`config.mk`:
```
export PLATFORM = sky130hd
export DESIGN_NAME = midpoint_ellipse_rasterizer
export DESIGN_NICKNAME = d
export VERILOG_FILES = /design/src/rtl/mer_pkg.sv /design/src/rtl/mer_mul.sv /design/src/rtl/midpoint_ellipse_rasterizer.sv
export VERILOG_INCLUDE_DIRS = /design/src /design/src/rtl
export SDC_FILE = /design/constraint.sdc
export NUM_CORES = 2
export LEC_CHECK = 0
export BUFFER_PORTS_ARGS = -buffer_cell sky130_fd_sc_hd__buf_2
export CORE_MARGIN = 2
export CORE_UTILIZATION = 60
export CTS_BUF_LIST = sky130_fd_sc_hd__clkbuf_8
export DETAILED_ROUTE_END_ITERATION = 8
export GPL_TIMING_DRIVEN = 0
export HOLD_SLACK_MARGIN = 0.15
export PLACE_DENSITY = 0.77
export SLEW_MARGIN = 5
export SYNTH_ARGS = -nofsm -noshare
export SYNTH_HDL_FRONTEND = slang
export SYNTH_SLANG_ARGS = --single-unit
```
`constraint.sdc`:
```
create_clock -name clk -period 24.5 [get_ports clk]
set_input_delay 3.675 -clock clk [delete_from_list [all_inputs] [get_ports clk]]
set_output_delay 3.675 -clock clk [all_outputs]
set_load 0.005 [all_outputs]
```
`src/rtl/assert_macros.svh`:
```
// Assertion shorthands used by the rasterizer RTL.
`ifndef ASSERT_MACROS_SVH
`define ASSERT_MACROS_SVH

// Same-cycle implication, disabled while reset is asserted.
`define ASSERT_IMP(lbl, clk, rst_n, ante, cons, msg) \
  lbl: assert property (@(posedge clk) disable iff (!rst_n) (ante) |-> (cons)) \
    else $error(msg);

// Next-cycle implication, disabled while reset is asserted.
`define ASSERT_NXT(lbl, clk, rst_n, ante, cons, msg) \
  lbl: assert property (@(posedge clk) disable iff (!rst_n) (ante) |=> (cons)) \
    else $error(msg);

`endif

```
`src/rtl/mer_pkg.sv`:
```
package mer_pkg;

  localparam int RADIUS_BITS_DEF = 10;
  localparam int COORD_W = 12;
  localparam int OUT_W = 13;

endpackage

```
`src/rtl/mer_mul.sv`:
```
module mer_mul import mer_pkg::*; #(
  parameter int A_W = 2 * RADIUS_BITS_DEF,
  parameter int B_W = 2 * RADIUS_BITS_DEF + 4
) (
  input  logic                 clk,
  input  logic [A_W-1:0]       a,
  input  logic [B_W-1:0]       b,
  output logic [A_W+B_W-1:0]   prod
);

  logic [A_W+B_W-1:0] prod_r;

  always_ff @(posedge clk) begin
    prod_r <= (A_W+B_W)'(a) * (A_W+B_W)'(b);
  end

  assign prod = prod_r;

endmodule

```
`src/rtl/midpoint_ellipse_rasterizer.sv`:
```
// Channel | Direction | Ports
// request | in        | in_valid, in_stall, in_req_type, in_center_x/y, in_radius_x/y
// result  | out       | out_valid, out_stall, out_right_col, out_left_col,
//         |           | out_lower_row, out_upper_row, out_last_point
// A step: STEP2, CHK in region one; STEP2 in region two; final or idle steps stay in IDLE.
// A start request runs three products on the shared multiplier, then setup in ST4 and ST5.
// Entering region two adds chained products on the same multiplier, in states R2A to R2G.
// Reset is synchronous and active low; it leaves the block idle with no ellipse loaded.
// A request is taken only when the sequencer is idle and the result register is free
// or being emptied in the same cycle.
module midpoint_ellipse_rasterizer import mer_pkg::*; #(
  parameter int RADIUS_BITS = RADIUS_BITS_DEF
) (
  input  logic                          clk,
  input  logic                          rst_n,
  input  logic                          in_valid,
  output logic                          in_stall,
  input  logic                          in_req_type,
  input  logic signed [COORD_W-1:0]     in_center_x,
  input  logic signed [COORD_W-1:0]     in_center_y,
  input  logic [RADIUS_BITS-1:0]        in_radius_x,
  input  logic [RADIUS_BITS-1:0]        in_radius_y,
  output logic                          out_valid,
  input  logic                          out_stall,
  output logic signed [OUT_W-1:0]       out_right_col,
  output logic signed [OUT_W-1:0]       out_left_col,
  output logic signed [OUT_W-1:0]       out_lower_row,
  output logic signed [OUT_W-1:0]       out_upper_row,
  output logic                          out_last_point
);

  localparam int R   = RADIUS_BITS;
  localparam int XW  = R + 1;
  localparam int SQW = 2 * R;
  localparam int DW  = 4 * R + 8;
  localparam int AW  = 2 * R;
  localparam int BW  = 2 * R + 4;
  localparam int PW  = AW + BW;
  localparam int CW  = ((XW > OUT_W) ? XW : OUT_W) + 1;

  localparam logic [3:0] S_IDLE  = 4'd0;
  localparam logic [3:0] S_ST1   = 4'd1;
  localparam logic [3:0] S_ST2   = 4'd2;
  localparam logic [3:0] S_ST3   = 4'd3;
  localparam logic [3:0] S_ST4   = 4'd4;
  localparam logic [3:0] S_ST5   = 4'd5;
  localparam logic [3:0] S_STEP2 = 4'd6;
  localparam logic [3:0] S_CHK   = 4'd7;
  localparam logic [3:0] S_R2A   = 4'd8;
  localparam logic [3:0] S_R2B   = 4'd9;
  localparam logic [3:0] S_R2C   = 4'd10;
  localparam logic [3:0] S_R2D   = 4'd11;
  localparam logic [3:0] S_R2E   = 4'd12;
  localparam logic [3:0] S_R2F   = 4'd13;
  localparam logic [3:0] S_R2G   = 4'd14;

  logic [3:0]                state_r, state_nxt;
  logic                      busy_r, busy_nxt;
  logic                      second_r, second_nxt;
  logic                      br_r, br_nxt;
  logic signed [COORD_W-1:0] cx_r, cx_nxt;
  logic signed [COORD_W-1:0] cy_r, cy_nxt;
  logic [R-1:0]              rx_r, rx_nxt;
  logic [XW-1:0]             x_r, x_nxt;
  logic [R-1:0]              y_r, y_nxt;
  logic [SQW-1:0]            rx2_r, rx2_nxt;
  logic [SQW-1:0]            ry2_r, ry2_nxt;
  logic signed [DW-1:0]      px_r, px_nxt;
  logic signed [DW-1:0]      py_r, py_nxt;
  logic signed [DW-1:0]      d_r, d_nxt;
  logic signed [DW-1:0]      acc_r, acc_nxt;
  logic                      out_valid_r, out_valid_nxt;
  logic signed [OUT_W-1:0]   rc_r, rc_nxt;
  logic signed [OUT_W-1:0]   lc_r, lc_nxt;
  logic signed [OUT_W-1:0]   lr_r, lr_nxt;
  logic signed [OUT_W-1:0]   ur_r, ur_nxt;
  logic                      last_r, last_nxt;

  logic [AW-1:0]             mul_a;
  logic [BW-1:0]             mul_b;
  logic [PW-1:0]             prod;

  logic                      in_acc;
  logic                      last_pt;
  logic                      d_neg;
  logic                      d_pos;
  logic                      add_px;
  logic                      sub_py;
  logic signed [DW-1:0]      two_rx2;
  logic signed [DW-1:0]      two_ry2;
  logic signed [DW-1:0]      rx2_e;
  logic signed [DW-1:0]      ry2_e;
  logic signed [DW-1:0]      prod_e;
  logic signed [DW-1:0]      q_adj;
  logic signed [DW-1:0]      q_trunc;
  logic [XW:0]               tx;
  logic [R-1:0]              ym;
  logic [CW-1:0]             sum_rc;
  logic [CW-1:0]             sum_lc;
  logic [CW-1:0]             sum_lr;
  logic [CW-1:0]             sum_ur;

  mer_mul #(
    .A_W(AW),
    .B_W(BW)
  ) u_mul (
    .clk  (clk),
    .a    (mul_a),
    .b    (mul_b),
    .prod (prod)
  );

  assign in_stall = (state_r != S_IDLE) || (out_valid_r && out_stall);
  assign in_acc   = in_valid && !in_stall;

  assign last_pt = second_r && (y_r == '0);
  assign d_neg   = d_r[DW-1];
  assign d_pos   = !d_r[DW-1] && (d_r != '0);
  assign add_px  = !second_r || !br_r;
  assign sub_py  = second_r || !br_r;
  assign two_rx2 = DW'({rx2_r, 1'b0});
  assign two_ry2 = DW'({ry2_r, 1'b0});
  assign rx2_e   = DW'(rx2_r);
  assign ry2_e   = DW'(ry2_r);
  assign prod_e  = DW'(prod);
  assign q_adj   = acc_r + (acc_r[DW-1] ? DW'(3) : DW'(0));
  assign q_trunc = {{2{q_adj[DW-1]}}, q_adj[DW-1:2]};
  assign tx      = {x_r, 1'b1};
  assign ym      = (y_r == '0) ? R'(1) : y_r - R'(1);

  assign sum_rc = CW'(cx_r) + CW'(x_r);
  assign sum_lc = CW'(cx_r) - CW'(x_r);
  assign sum_lr = CW'(cy_r) + CW'(y_r);
  assign sum_ur = CW'(cy_r) - CW'(y_r);

  always_comb begin
    state_nxt     = state_r;
    busy_nxt      = busy_r;
    second_nxt    = second_r;
    br_nxt        = br_r;
    cx_nxt        = cx_r;
    cy_nxt        = cy_r;
    rx_nxt        = rx_r;
    x_nxt         = x_r;
    y_nxt         = y_r;
    rx2_nxt       = rx2_r;
    ry2_nxt       = ry2_r;
    px_nxt        = px_r;
    py_nxt        = py_r;
    d_nxt         = d_r;
    acc_nxt       = acc_r;
    out_valid_nxt = out_valid_r && out_stall;
    rc_nxt        = rc_r;
    lc_nxt        = lc_r;
    lr_nxt        = lr_r;
    ur_nxt        = ur_r;
    last_nxt      = last_r;
    mul_a         = '0;
    mul_b         = '0;

    unique case (state_r)
      S_IDLE: begin
        if (in_acc) begin
          if (!in_req_type) begin
            cx_nxt     = in_center_x;
            cy_nxt     = in_center_y;
            rx_nxt     = in_radius_x;
            x_nxt      = '0;
            y_nxt      = in_radius_y;
            px_nxt     = '0;
            second_nxt = 1'b0;
            busy_nxt   = 1'b1;
            state_nxt  = S_ST1;
          end else if (busy_r) begin
            out_valid_nxt = 1'b1;
            rc_nxt        = sum_rc[OUT_W-1:0];
            lc_nxt        = sum_lc[OUT_W-1:0];
            lr_nxt        = sum_lr[OUT_W-1:0];
            ur_nxt        = sum_ur[OUT_W-1:0];
            last_nxt      = last_pt;
            if (last_pt) begin
              busy_nxt   = 1'b0;
              second_nxt = 1'b0;
            end else begin
              state_nxt = S_STEP2;
              if (!second_r) begin
                x_nxt  = x_r + XW'(1);
                px_nxt = px_r + two_ry2;
                br_nxt = d_neg;
                if (!d_neg) begin
                  y_nxt  = y_r - R'(1);
                  py_nxt = py_r - two_rx2;
                end
              end else begin
                y_nxt  = y_r - R'(1);
                py_nxt = py_r - two_rx2;
                br_nxt = d_pos;
                if (!d_pos) begin
                  x_nxt  = x_r + XW'(1);
                  px_nxt = px_r + two_ry2;
                end
              end
            end
          end
        end
      end
      S_ST1: begin
        mul_a     = AW'(rx_r);
        mul_b     = BW'(rx_r);
        state_nxt = S_ST2;
      end
      S_ST2: begin
        rx2_nxt   = prod[SQW-1:0];
        mul_a     = AW'(y_r);
        mul_b     = BW'(y_r);
        state_nxt = S_ST3;
      end
      S_ST3: begin
        ry2_nxt   = prod[SQW-1:0];
        mul_a     = AW'(rx2_r);
        mul_b     = BW'(y_r);
        state_nxt = S_ST4;
      end
      S_ST4: begin
        py_nxt    = prod_e <<< 1;
        acc_nxt   = (ry2_e <<< 2) + rx2_e - (prod_e <<< 2);
        state_nxt = S_ST5;
      end
      S_ST5: begin
        d_nxt     = q_trunc;
        state_nxt = S_CHK;
      end
      S_STEP2: begin
        d_nxt = d_r + (second_r ? rx2_e : ry2_e) + (add_px ? px_r : DW'(0))
                - (sub_py ? py_r : DW'(0));
        state_nxt = second_r ? S_IDLE : S_CHK;
      end
      S_CHK: begin
        state_nxt = (px_r >= py_r) ? S_R2A : S_IDLE;
      end
      S_R2A: begin
        mul_a     = AW'(tx);
        mul_b     = BW'(tx);
        state_nxt = S_R2B;
      end
      S_R2B: begin
        mul_a     = AW'(ry2_r);
        mul_b     = prod[BW-1:0];
        state_nxt = S_R2C;
      end
      S_R2C: begin
        acc_nxt   = prod_e;
        mul_a     = AW'(ym);
        mul_b     = BW'(ym);
        state_nxt = S_R2D;
      end
      S_R2D: begin
        mul_a     = AW'(rx2_r);
        mul_b     = prod[BW-1:0];
        state_nxt = S_R2E;
      end
      S_R2E: begin
        acc_nxt   = acc_r + (prod_e <<< 2);
        mul_a     = AW'(rx2_r);
        mul_b     = BW'(ry2_r);
        state_nxt = S_R2F;
      end
      S_R2F: begin
        acc_nxt   = acc_r - (prod_e <<< 2);
        state_nxt = S_R2G;
      end
      S_R2G: begin
        d_nxt      = q_trunc;
        second_nxt = 1'b1;
        state_nxt  = S_IDLE;
      end
      default: begin
        state_nxt = S_IDLE;
      end
    endcase
  end

  always_ff @(posedge clk) begin
    if (!rst_n) begin
      state_r     <= S_IDLE;
      busy_r      <= 1'b0;
      second_r    <= 1'b0;
      out_valid_r <= 1'b0;
    end else begin
      state_r     <= state_nxt;
      busy_r      <= busy_nxt;
      second_r    <= second_nxt;
      out_valid_r <= out_valid_nxt;
    end
    br_r   <= br_nxt;
    cx_r   <= cx_nxt;
    cy_r   <= cy_nxt;
    rx_r   <= rx_nxt;
    x_r    <= x_nxt;
    y_r    <= y_nxt;
    rx2_r  <= rx2_nxt;
    ry2_r  <= ry2_nxt;
    px_r   <= px_nxt;
    py_r   <= py_nxt;
    d_r    <= d_nxt;
    acc_r  <= acc_nxt;
    rc_r   <= rc_nxt;
    lc_r   <= lc_nxt;
    lr_r   <= lr_nxt;
    ur_r   <= ur_nxt;
    last_r <= last_nxt;
  end

  assign out_valid      = out_valid_r;
  assign out_right_col  = rc_r;
  assign out_left_col   = lc_r;
  assign out_lower_row  = lr_r;
  assign out_upper_row  = ur_r;
  assign out_last_point = last_r;

`include "assert_macros.svh"

  `ASSERT_IMP(a_second_busy, clk, rst_n, second_r, busy_r,
              "region two flag set while idle")
  `ASSERT_NXT(a_start_seq, clk, rst_n, in_acc && !in_req_type,
              (state_r == S_ST1) && busy_r && !second_r, "start request did not begin setup")
  `ASSERT_NXT(a_r2_entry, clk, rst_n, state_r == S_R2G, second_r && (state_r == S_IDLE),
              "region two entry did not complete")
  `ASSERT_IMP(a_last_idle, clk, rst_n, out_valid_r && last_r, !busy_r,
              "ellipse still active after final set")

endmodule
```
### Word level (Yosys, flattened, before mapping)

Cells that the tools add are included.

* flip-flop bits (word level): 392
* bits of input ports: 49
* output and inout port bits: 55
* word-level logic and storage cells: 149

* add/sub/neg operators: 16
* multipliers: 1
* order comparisons: 1
* equality and inequality tests: 26
* mux-type cells: 49
* bitwise operators: 2
* reductions and logical operators: 32

Operators with widths (number)
* 48-bit two-way mux: 12
* 48-bit one-hot mux with 2 select lines: 2
* 48-bit one-hot mux with 4 select lines: 1
* 24-bit one-hot mux with 6 select lines: 1
* 20-bit one-hot mux with 6 select lines: 1
* 10-bit two-way mux: 6
* 4-bit one-hot mux with 14 select lines: 1
* 48-bit by 21-bit adder with 48-bit output: 1
* 48-bit by 22-bit adder with 48-bit output: 1
* 48-bit by 3-bit adder with 48-bit output: 1
* 48-bit by 47-bit adder with 48-bit output: 1
* 48-bit adder: 1
* 48-bit >= comparator: 1
* 48-bit nonzero test: 1
* 48-bit by 22-bit subtractor with 48-bit output: 1
* 48-bit by 47-bit subtractor with 48-bit output: 1
* 48-bit subtractor: 1
* 23-bit by 46-bit subtractor with 47-bit output: 1
* 20-bit by 24-bit multiplier with 44-bit output: 1
* 11-bit two-way mux: 4
* 4-bit == test (second input constant): 7
* 22-bit by 20-bit adder with 23-bit output: 1
* 20-bit two-way mux: 1
* 4-bit two-way mux: 5
* other kinds (31): 73

### Logic depth before layout (Yosys ltp)

* word-level depth: 8
* mapped depth: 36
* depth with buffers taken out: 35

### Cells and area by module

From an unflattened synthesis, not the netlist that was laid out.

* cell total of the unflattened synthesis: 5348
* area total of the unflattened synthesis: 48041.1 µm²

By module, submodules not included
* midpoint_ellipse_rasterizer: times used 1, cells each 3512, area an instance 31290.0 µm², sequential area each 10259.8 µm²
* mer_mul: times used 1, cells each 1836, area an instance 16751.1 µm², sequential area each 880.8 µm²

### Least setup slack after synthesis

Ideal clock, no wire load.

* kind: reg-to-reg
* start: register state_r[3]
* end: register u_mul.prod_r[42] (netlist: u_mul.prod[42])
* setup time: 0.127 ns
* arrival: 8.706 ns
* data required time: 24.373 ns
* slack: 15.668 ns
* stages on the path, launching flop included: 33
* path buffers: 4
* period minus slack after synthesis: 8.832 ns
* path through: dfxtp_1 clkbuf_1 clkbuf_1 nor3_1 clkbuf_1 o21ai_0 nand3_1 clkbuf_1 nand2_1 fa_1 inv_1 fa_1 inv_1 fa_1 inv_1 fa_1 inv_1 fa_1 inv_1 fa_1 inv_1 fa_1 inv_1 ha_1 and4_1 a221o_1 o211ai_1 a21oi_1 o2111ai_1 a21oi_1 a2111oi_0 o21ai_0 xor2_1

* cells in the longest elaborated chain, start to end: 4
* elaborated cells on any way between the ends: 14
* classes of those cells: mul: 1; eq/ne: 8; mux: 2; reduce/logical: 3

RTL lines
* from (decl): RTL line midpoint_ellipse_rasterizer.sv:57 `logic [3:0] state_r, state_nxt;`
* from (signal assigned): RTL line midpoint_ellipse_rasterizer.sv:290 `state_r <= state_nxt;`
* 4-bit == test or 4-bit by 2-bit == test with 1-bit output (tied branches): RTL line midpoint_ellipse_rasterizer.sv:161 `unique case (state_r)`
* 3-bit OR reduction (no line) or 2-bit OR reduction (tied branches)
* 20-bit one-hot mux with 6 select lines or 24-bit one-hot mux with 6 select lines (tied branches): RTL line midpoint_ellipse_rasterizer.sv:161
* 20-bit by 24-bit multiplier with 44-bit output (*): RTL line mer_mul.sv:14 `prod_r <= (A_W+B_W)'(a) * (A_W+B_W)'(b);`
* to (signal assigned): RTL line mer_mul.sv:14
* to (decl): RTL line mer_mul.sv:11 `logic [A_W+B_W-1:0] prod_r;`

Mark *: on every way between the ends. The rest lies on a longest branch, timed or not.
A chain may end at the register's enable or synchronous reset.

### Worst setup path in the final report

* start: register y_r[1]
* end: register u_mul.prod_r[42] (netlist: u_mul.prod[42])

* cells in the longest elaborated chain, start to end: 4
* elaborated cells on any way between the ends: 6
* classes of those cells: add/sub: 1; mul: 1; mux: 3; reduce/logical: 1

RTL lines
* from (decl): RTL line midpoint_ellipse_rasterizer.sv:65 `logic [R-1:0] y_r, y_nxt;`
* from (signal assigned): RTL line midpoint_ellipse_rasterizer.sv:300 `y_r <= y_nxt;`
* 10-bit by 1-bit subtractor with 10-bit output or 10-bit logical NOT (tied branches): RTL line midpoint_ellipse_rasterizer.sv:129 `assign ym = (y_r == '0) ? R'(1) : y_r - R'(1);`
* 10-bit two-way mux: RTL line midpoint_ellipse_rasterizer.sv:129
* 20-bit one-hot mux with 6 select lines or 24-bit one-hot mux with 6 select lines (tied branches): RTL line midpoint_ellipse_rasterizer.sv:161
* 20-bit by 24-bit multiplier with 44-bit output (*): RTL line mer_mul.sv:14

Marked as above.

==> impl_summary.md <==
Place
The routability-driven placement congestion ratio is 1.02. In this run the tool buffered the top-level ports with 103 buffer cells. After legalization and detailed placement, the total HPWL measured 128000 um. The number of placed instances, taps included, is 6634.

Die
The die is 287 um wide. The initial core utilization is 0.607. Measured along the y axis, the die boundary spans 287 um.

The die covers 82200 um2. The number of top-level design ports is 104. The total area inside the core boundary comes to 79000 um2.

In this run the core area contains 103 standard-cell rows.

Synth
In this run, synthesis produced a sequential element count of 388. The top cell type by total area after synthesis is sky130_fd_sc_hd__edfxtp_1. After synthesis, the cell types taking the most area are sky130_fd_sc_hd__edfxtp_1 21%, sky130_fd_sc_hd__fa_1 20%, sky130_fd_sc_hd__ha_1 11%. When the netlist entered floorplanning its net count stood at 6429. The share of synthesized cell area in and, or, nand and nor gates is 0.153. Among all cell types in the netlist, the one instantiated most often is sky130_fd_sc_hd__inv_1.

A synthesized cell averages 8.77 um2. By count the netlist is led by 860 x sky130_fd_sc_hd__inv_1, 552 x sky130_fd_sc_hd__nand2_1, 482 x sky130_fd_sc_hd__fa_1. After synthesis, the share of flip-flops with an asynchronous set or reset is 0.

Of the total synthesized cell area, the portion taken by XOR and XNOR cells is 0.0637. The sequential cell area fraction in the yosys report is 0.232. Yosys mapped a number of flops with a built-in enable equal to 337. The cell count after synthesis came out at 5466. Of the post-synthesis cell area, the dominant cell type holds 0.211.

Of the post-synthesis cell area, the part taken by muxes is 0.00608. The number of different library cells in the post-synthesis netlist is 84. The synthesized cell area is 48000 um2. For this run, the leading register cell type out of synthesis is sky130_fd_sc_hd__edfxtp_1. The compound-gate portion of the synthesized area came to 0.146. Of the total synthesized cell area, the portion taken by full adders, half adders and majority gates is 0.314. For this run, the number of Yosys warnings is 0. The largest family of logic cells by synthesized area is adder cells.

Critical path
The most repeated library cell on the critical path is sky130_fd_sc_hd__inv_1. The worst path arrival time is 11.66 ns. The kind of launch point of the worst setup path is a flop. The slowest cell on the critical path is sky130_fd_sc_hd__o21ai_0.

STA classifies the critical path endpoint as a flop. For this run, the slowest stage of the critical path takes 1.17 ns. The critical path data required time is 25.06 ns. Of all nets on the critical path, the largest fanout is 10. The classification of the worst setup path is flop to flop.

Global routing
The initial antenna violation count was 2. The via count of the first global-routing pass is 41.3k. The total routing resource utilization after global routing is 0.381. The first global-routing pass estimated 238000 um of wire.

Global routing finished with a remaining overflow of 0. The largest net degree at the start of global routing is 32.

STA
In the finished design, the share of the clock period the worst path needs comes to 0.453. Setup violations remaining at the end of the flow were counted as 0. The highest attainable clock frequency is 0.0901 GHz. At the pin with the least slew margin, the transition time is 1.51 ns. In this run the tightest slew margin relative to its limit is -0.0184.

Counting I/O delays and the setup requirement, the final critical path takes 11.10 ns. Setup repair after global routing left no endpoint under its margin. Across all hold checks on the routed design, the worst slack comes to 0.535 ns. The number of pins exceeding their max-slew limit in the final report came to 4. The setup clock skew after layout is 0.0421 ns. The number of hold violations in the final report is 0. For the final routed database, the setup TNS stands at 0 ns.

Finish
The footprint of the multi-input gates is 32800 um2. Compared with the post-synthesis result, the final layout area differs by 7.40%. The layout filler cell count is 6799. The number of nets in the layout is 6622. Once layout is complete, the cells apart from fillers number 6767. The storage element area is 11100 um2. Of the cells placed in the final design, the portion with a size suffix greater than 1 is 0.0511.

Clock network
The clock tree root buffer cell is sky130_fd_sc_hd__clkbuf_8. The total CTS buffers is 73. The number of setup buffers added after CTS is 0. TritonCTS built the clock tree. The number of H-tree levels is 3. The number of hold buffers added after CTS was 0.

The clock reaches the later pin of the worst-skew pair after 0.71 ns. The total number of clock tree sinks is 388. The clock passes through at most 3 buffers. Clock-pin slew was measured on the worst setup and hold paths at 0.06 ns. Gates resized during post-CTS repair numbered 0.

Pwr
The leakage power is 23.4 nW. Power spread over the standard cell area amounts to 102 nW/um2. VDD sags by at most 0.0780 mV.

Route
After detailed routing, the number of remaining DRC violations is 0. The highest routed metal layer is met4. The final routed wirelength across all metal layers is 156000 um. Once detail routing completed, the nets flagged for antenna violations numbered 0.

The number of violations reported at the end of detailed-routing iteration 0 is 4476. The length of routed wiring on met1 is 61400 um. The total via count in the routed design is 41.5k. The ratio of routed vias to standard cells is 6.13. For this run, the detailed router's first-pass iteration total came to 8. Summed over all nets, wire length on met2 after detailed routing comes to 71300 um. In the final routed layout, each cell accounts on average for 23.1 um. In the detailed route, the total length drawn on met3 is 16100 um.

Outcome
The flow ran to the end, but the final reports show violations. The final reports fail on capacitance limit, slew limit.

Min path
The min-delay analysis places its worst path in the category flop to flop.

Job
The tool flagged a number of max-cap violations equal to 1.
==> stage by stage <==
stage	setup slack, ns	total power, mW	area (um2)	util
after floorplan	15.67	3.62	48000	-
after global routing	13.15	5.63	51500	0.652
after CTS	13.82	5.16	51500	0.652
after detailed placement	13.83	4.50	50100	0.634
after global placement	13.22	4.47	49800	0.630
final	13.40	5.26	51500	0.652
==> flip-flops by register name (all words and copies together) (netlist names) <==
name            flops
acc_r              48
br_r                1
busy_r              1
cx_r               12
cy_r               12
d_r                48
out_last_point      1
out_left_col       12
out_lower_row      13
out_right_col      13
out_upper_row      12
out_valid           1
px_r               47
py_r               47
rx2_r              20
rx_r               10
ry2_r              20
second_r            1
state_r             4
u_mul.prod         44
x_r                11
y_r                10
==> cell type report <==
| type | instances | share of cell area |
|---|---|---|
| Antenna cell | 1 | 0.0000486 |
| Buffer | 226 | 0.0169 |
| Tap cell | 1050 | 0.0255 |
| Clock buffer | 80 | 0.0214 |
| Sequential cell | 388 | 0.216 |
| Timing Repair Buffer | 118 | 0.0143 |
| Inverter | 860 | 0.0627 |
| Multi-Input combinational cell | 3992 | 0.637 |
| Clock inverter | 52 | 0.00610 |
==> report_power, final <==
part	internal (mW)	switching (mW)	leakage, nW
clock	0.319	0.322	0.815
combinational	1.38	2.19	19.1
sequential	0.919	0.129	3.51
total	2.61	2.64	23.4
==> per-layer routing <==
metal | vias up | global-route usage
met4 | 0 | 0.171
met5 | - | 0
met3 | 382 | 0.0817
met2 | 2124 | 0.614
met1 | 20300 | 0.496
li1 | 18700 | -
==> path summary, 6_finish.rpt <==
kind                              start                      to  slack, ns  cells after the start
setup / recovery       y_r[1]$_DFFE_PP_  u_mul.prod[42]$_DFF_P_      13.40                     34
hold / removal    u_mul.prod[6]$_DFF_P_      ry2_r[6]$_DFFE_PP_       0.54                      0
setup reg to reg       y_r[1]$_DFFE_PP_  u_mul.prod[42]$_DFF_P_      13.40                     34
hold reg to reg   u_mul.prod[6]$_DFF_P_      ry2_r[6]$_DFFE_PP_       0.54                      0
==> critical path: cells and delay by family, from the launching register on <==
kind	cells	cell delay [ns]
xor gates and xnor gates	1	0.18
and+or+nand+nor	5	1.31
DFF	1	0.53
adders and majority gates	9	3.84
buffers and inverters	10	1.32
AOI/OAI and AO/OA	9	3.74
==> logic make-up after synthesis <==
group	after synthesis
fa+ha+maj	914
buf+inv	1086
compound gates	1112
flops	388
simple gates	1589
xor+xnor	348
mux	29
==> placed cells by master (no fill, tap or decap), types with 120 or more instances in the layout <==
master / netlist / layout
sky130_fd_sc_hd__xor2_1: 138 / 138
sky130_fd_sc_hd__nand2_1: 552 / 551
sky130_fd_sc_hd__a21oi_1: 360 / 358
sky130_fd_sc_hd__xnor2_1: 209 / 209
sky130_fd_sc_hd__ha_1: 432 / 432
sky130_fd_sc_hd__a21o_1: 120 / 120
sky130_fd_sc_hd__fa_1: 482 / 482
sky130_fd_sc_hd__clkbuf_1: 202 / 201
sky130_fd_sc_hd__nor2_1: 480 / 477
sky130_fd_sc_hd__o21ai_0: 246 / 245
sky130_fd_sc_hd__edfxtp_1: 337 / 337
sky130_fd_sc_hd__inv_1: 860 / 883
(Power assumes the default switching activity.)
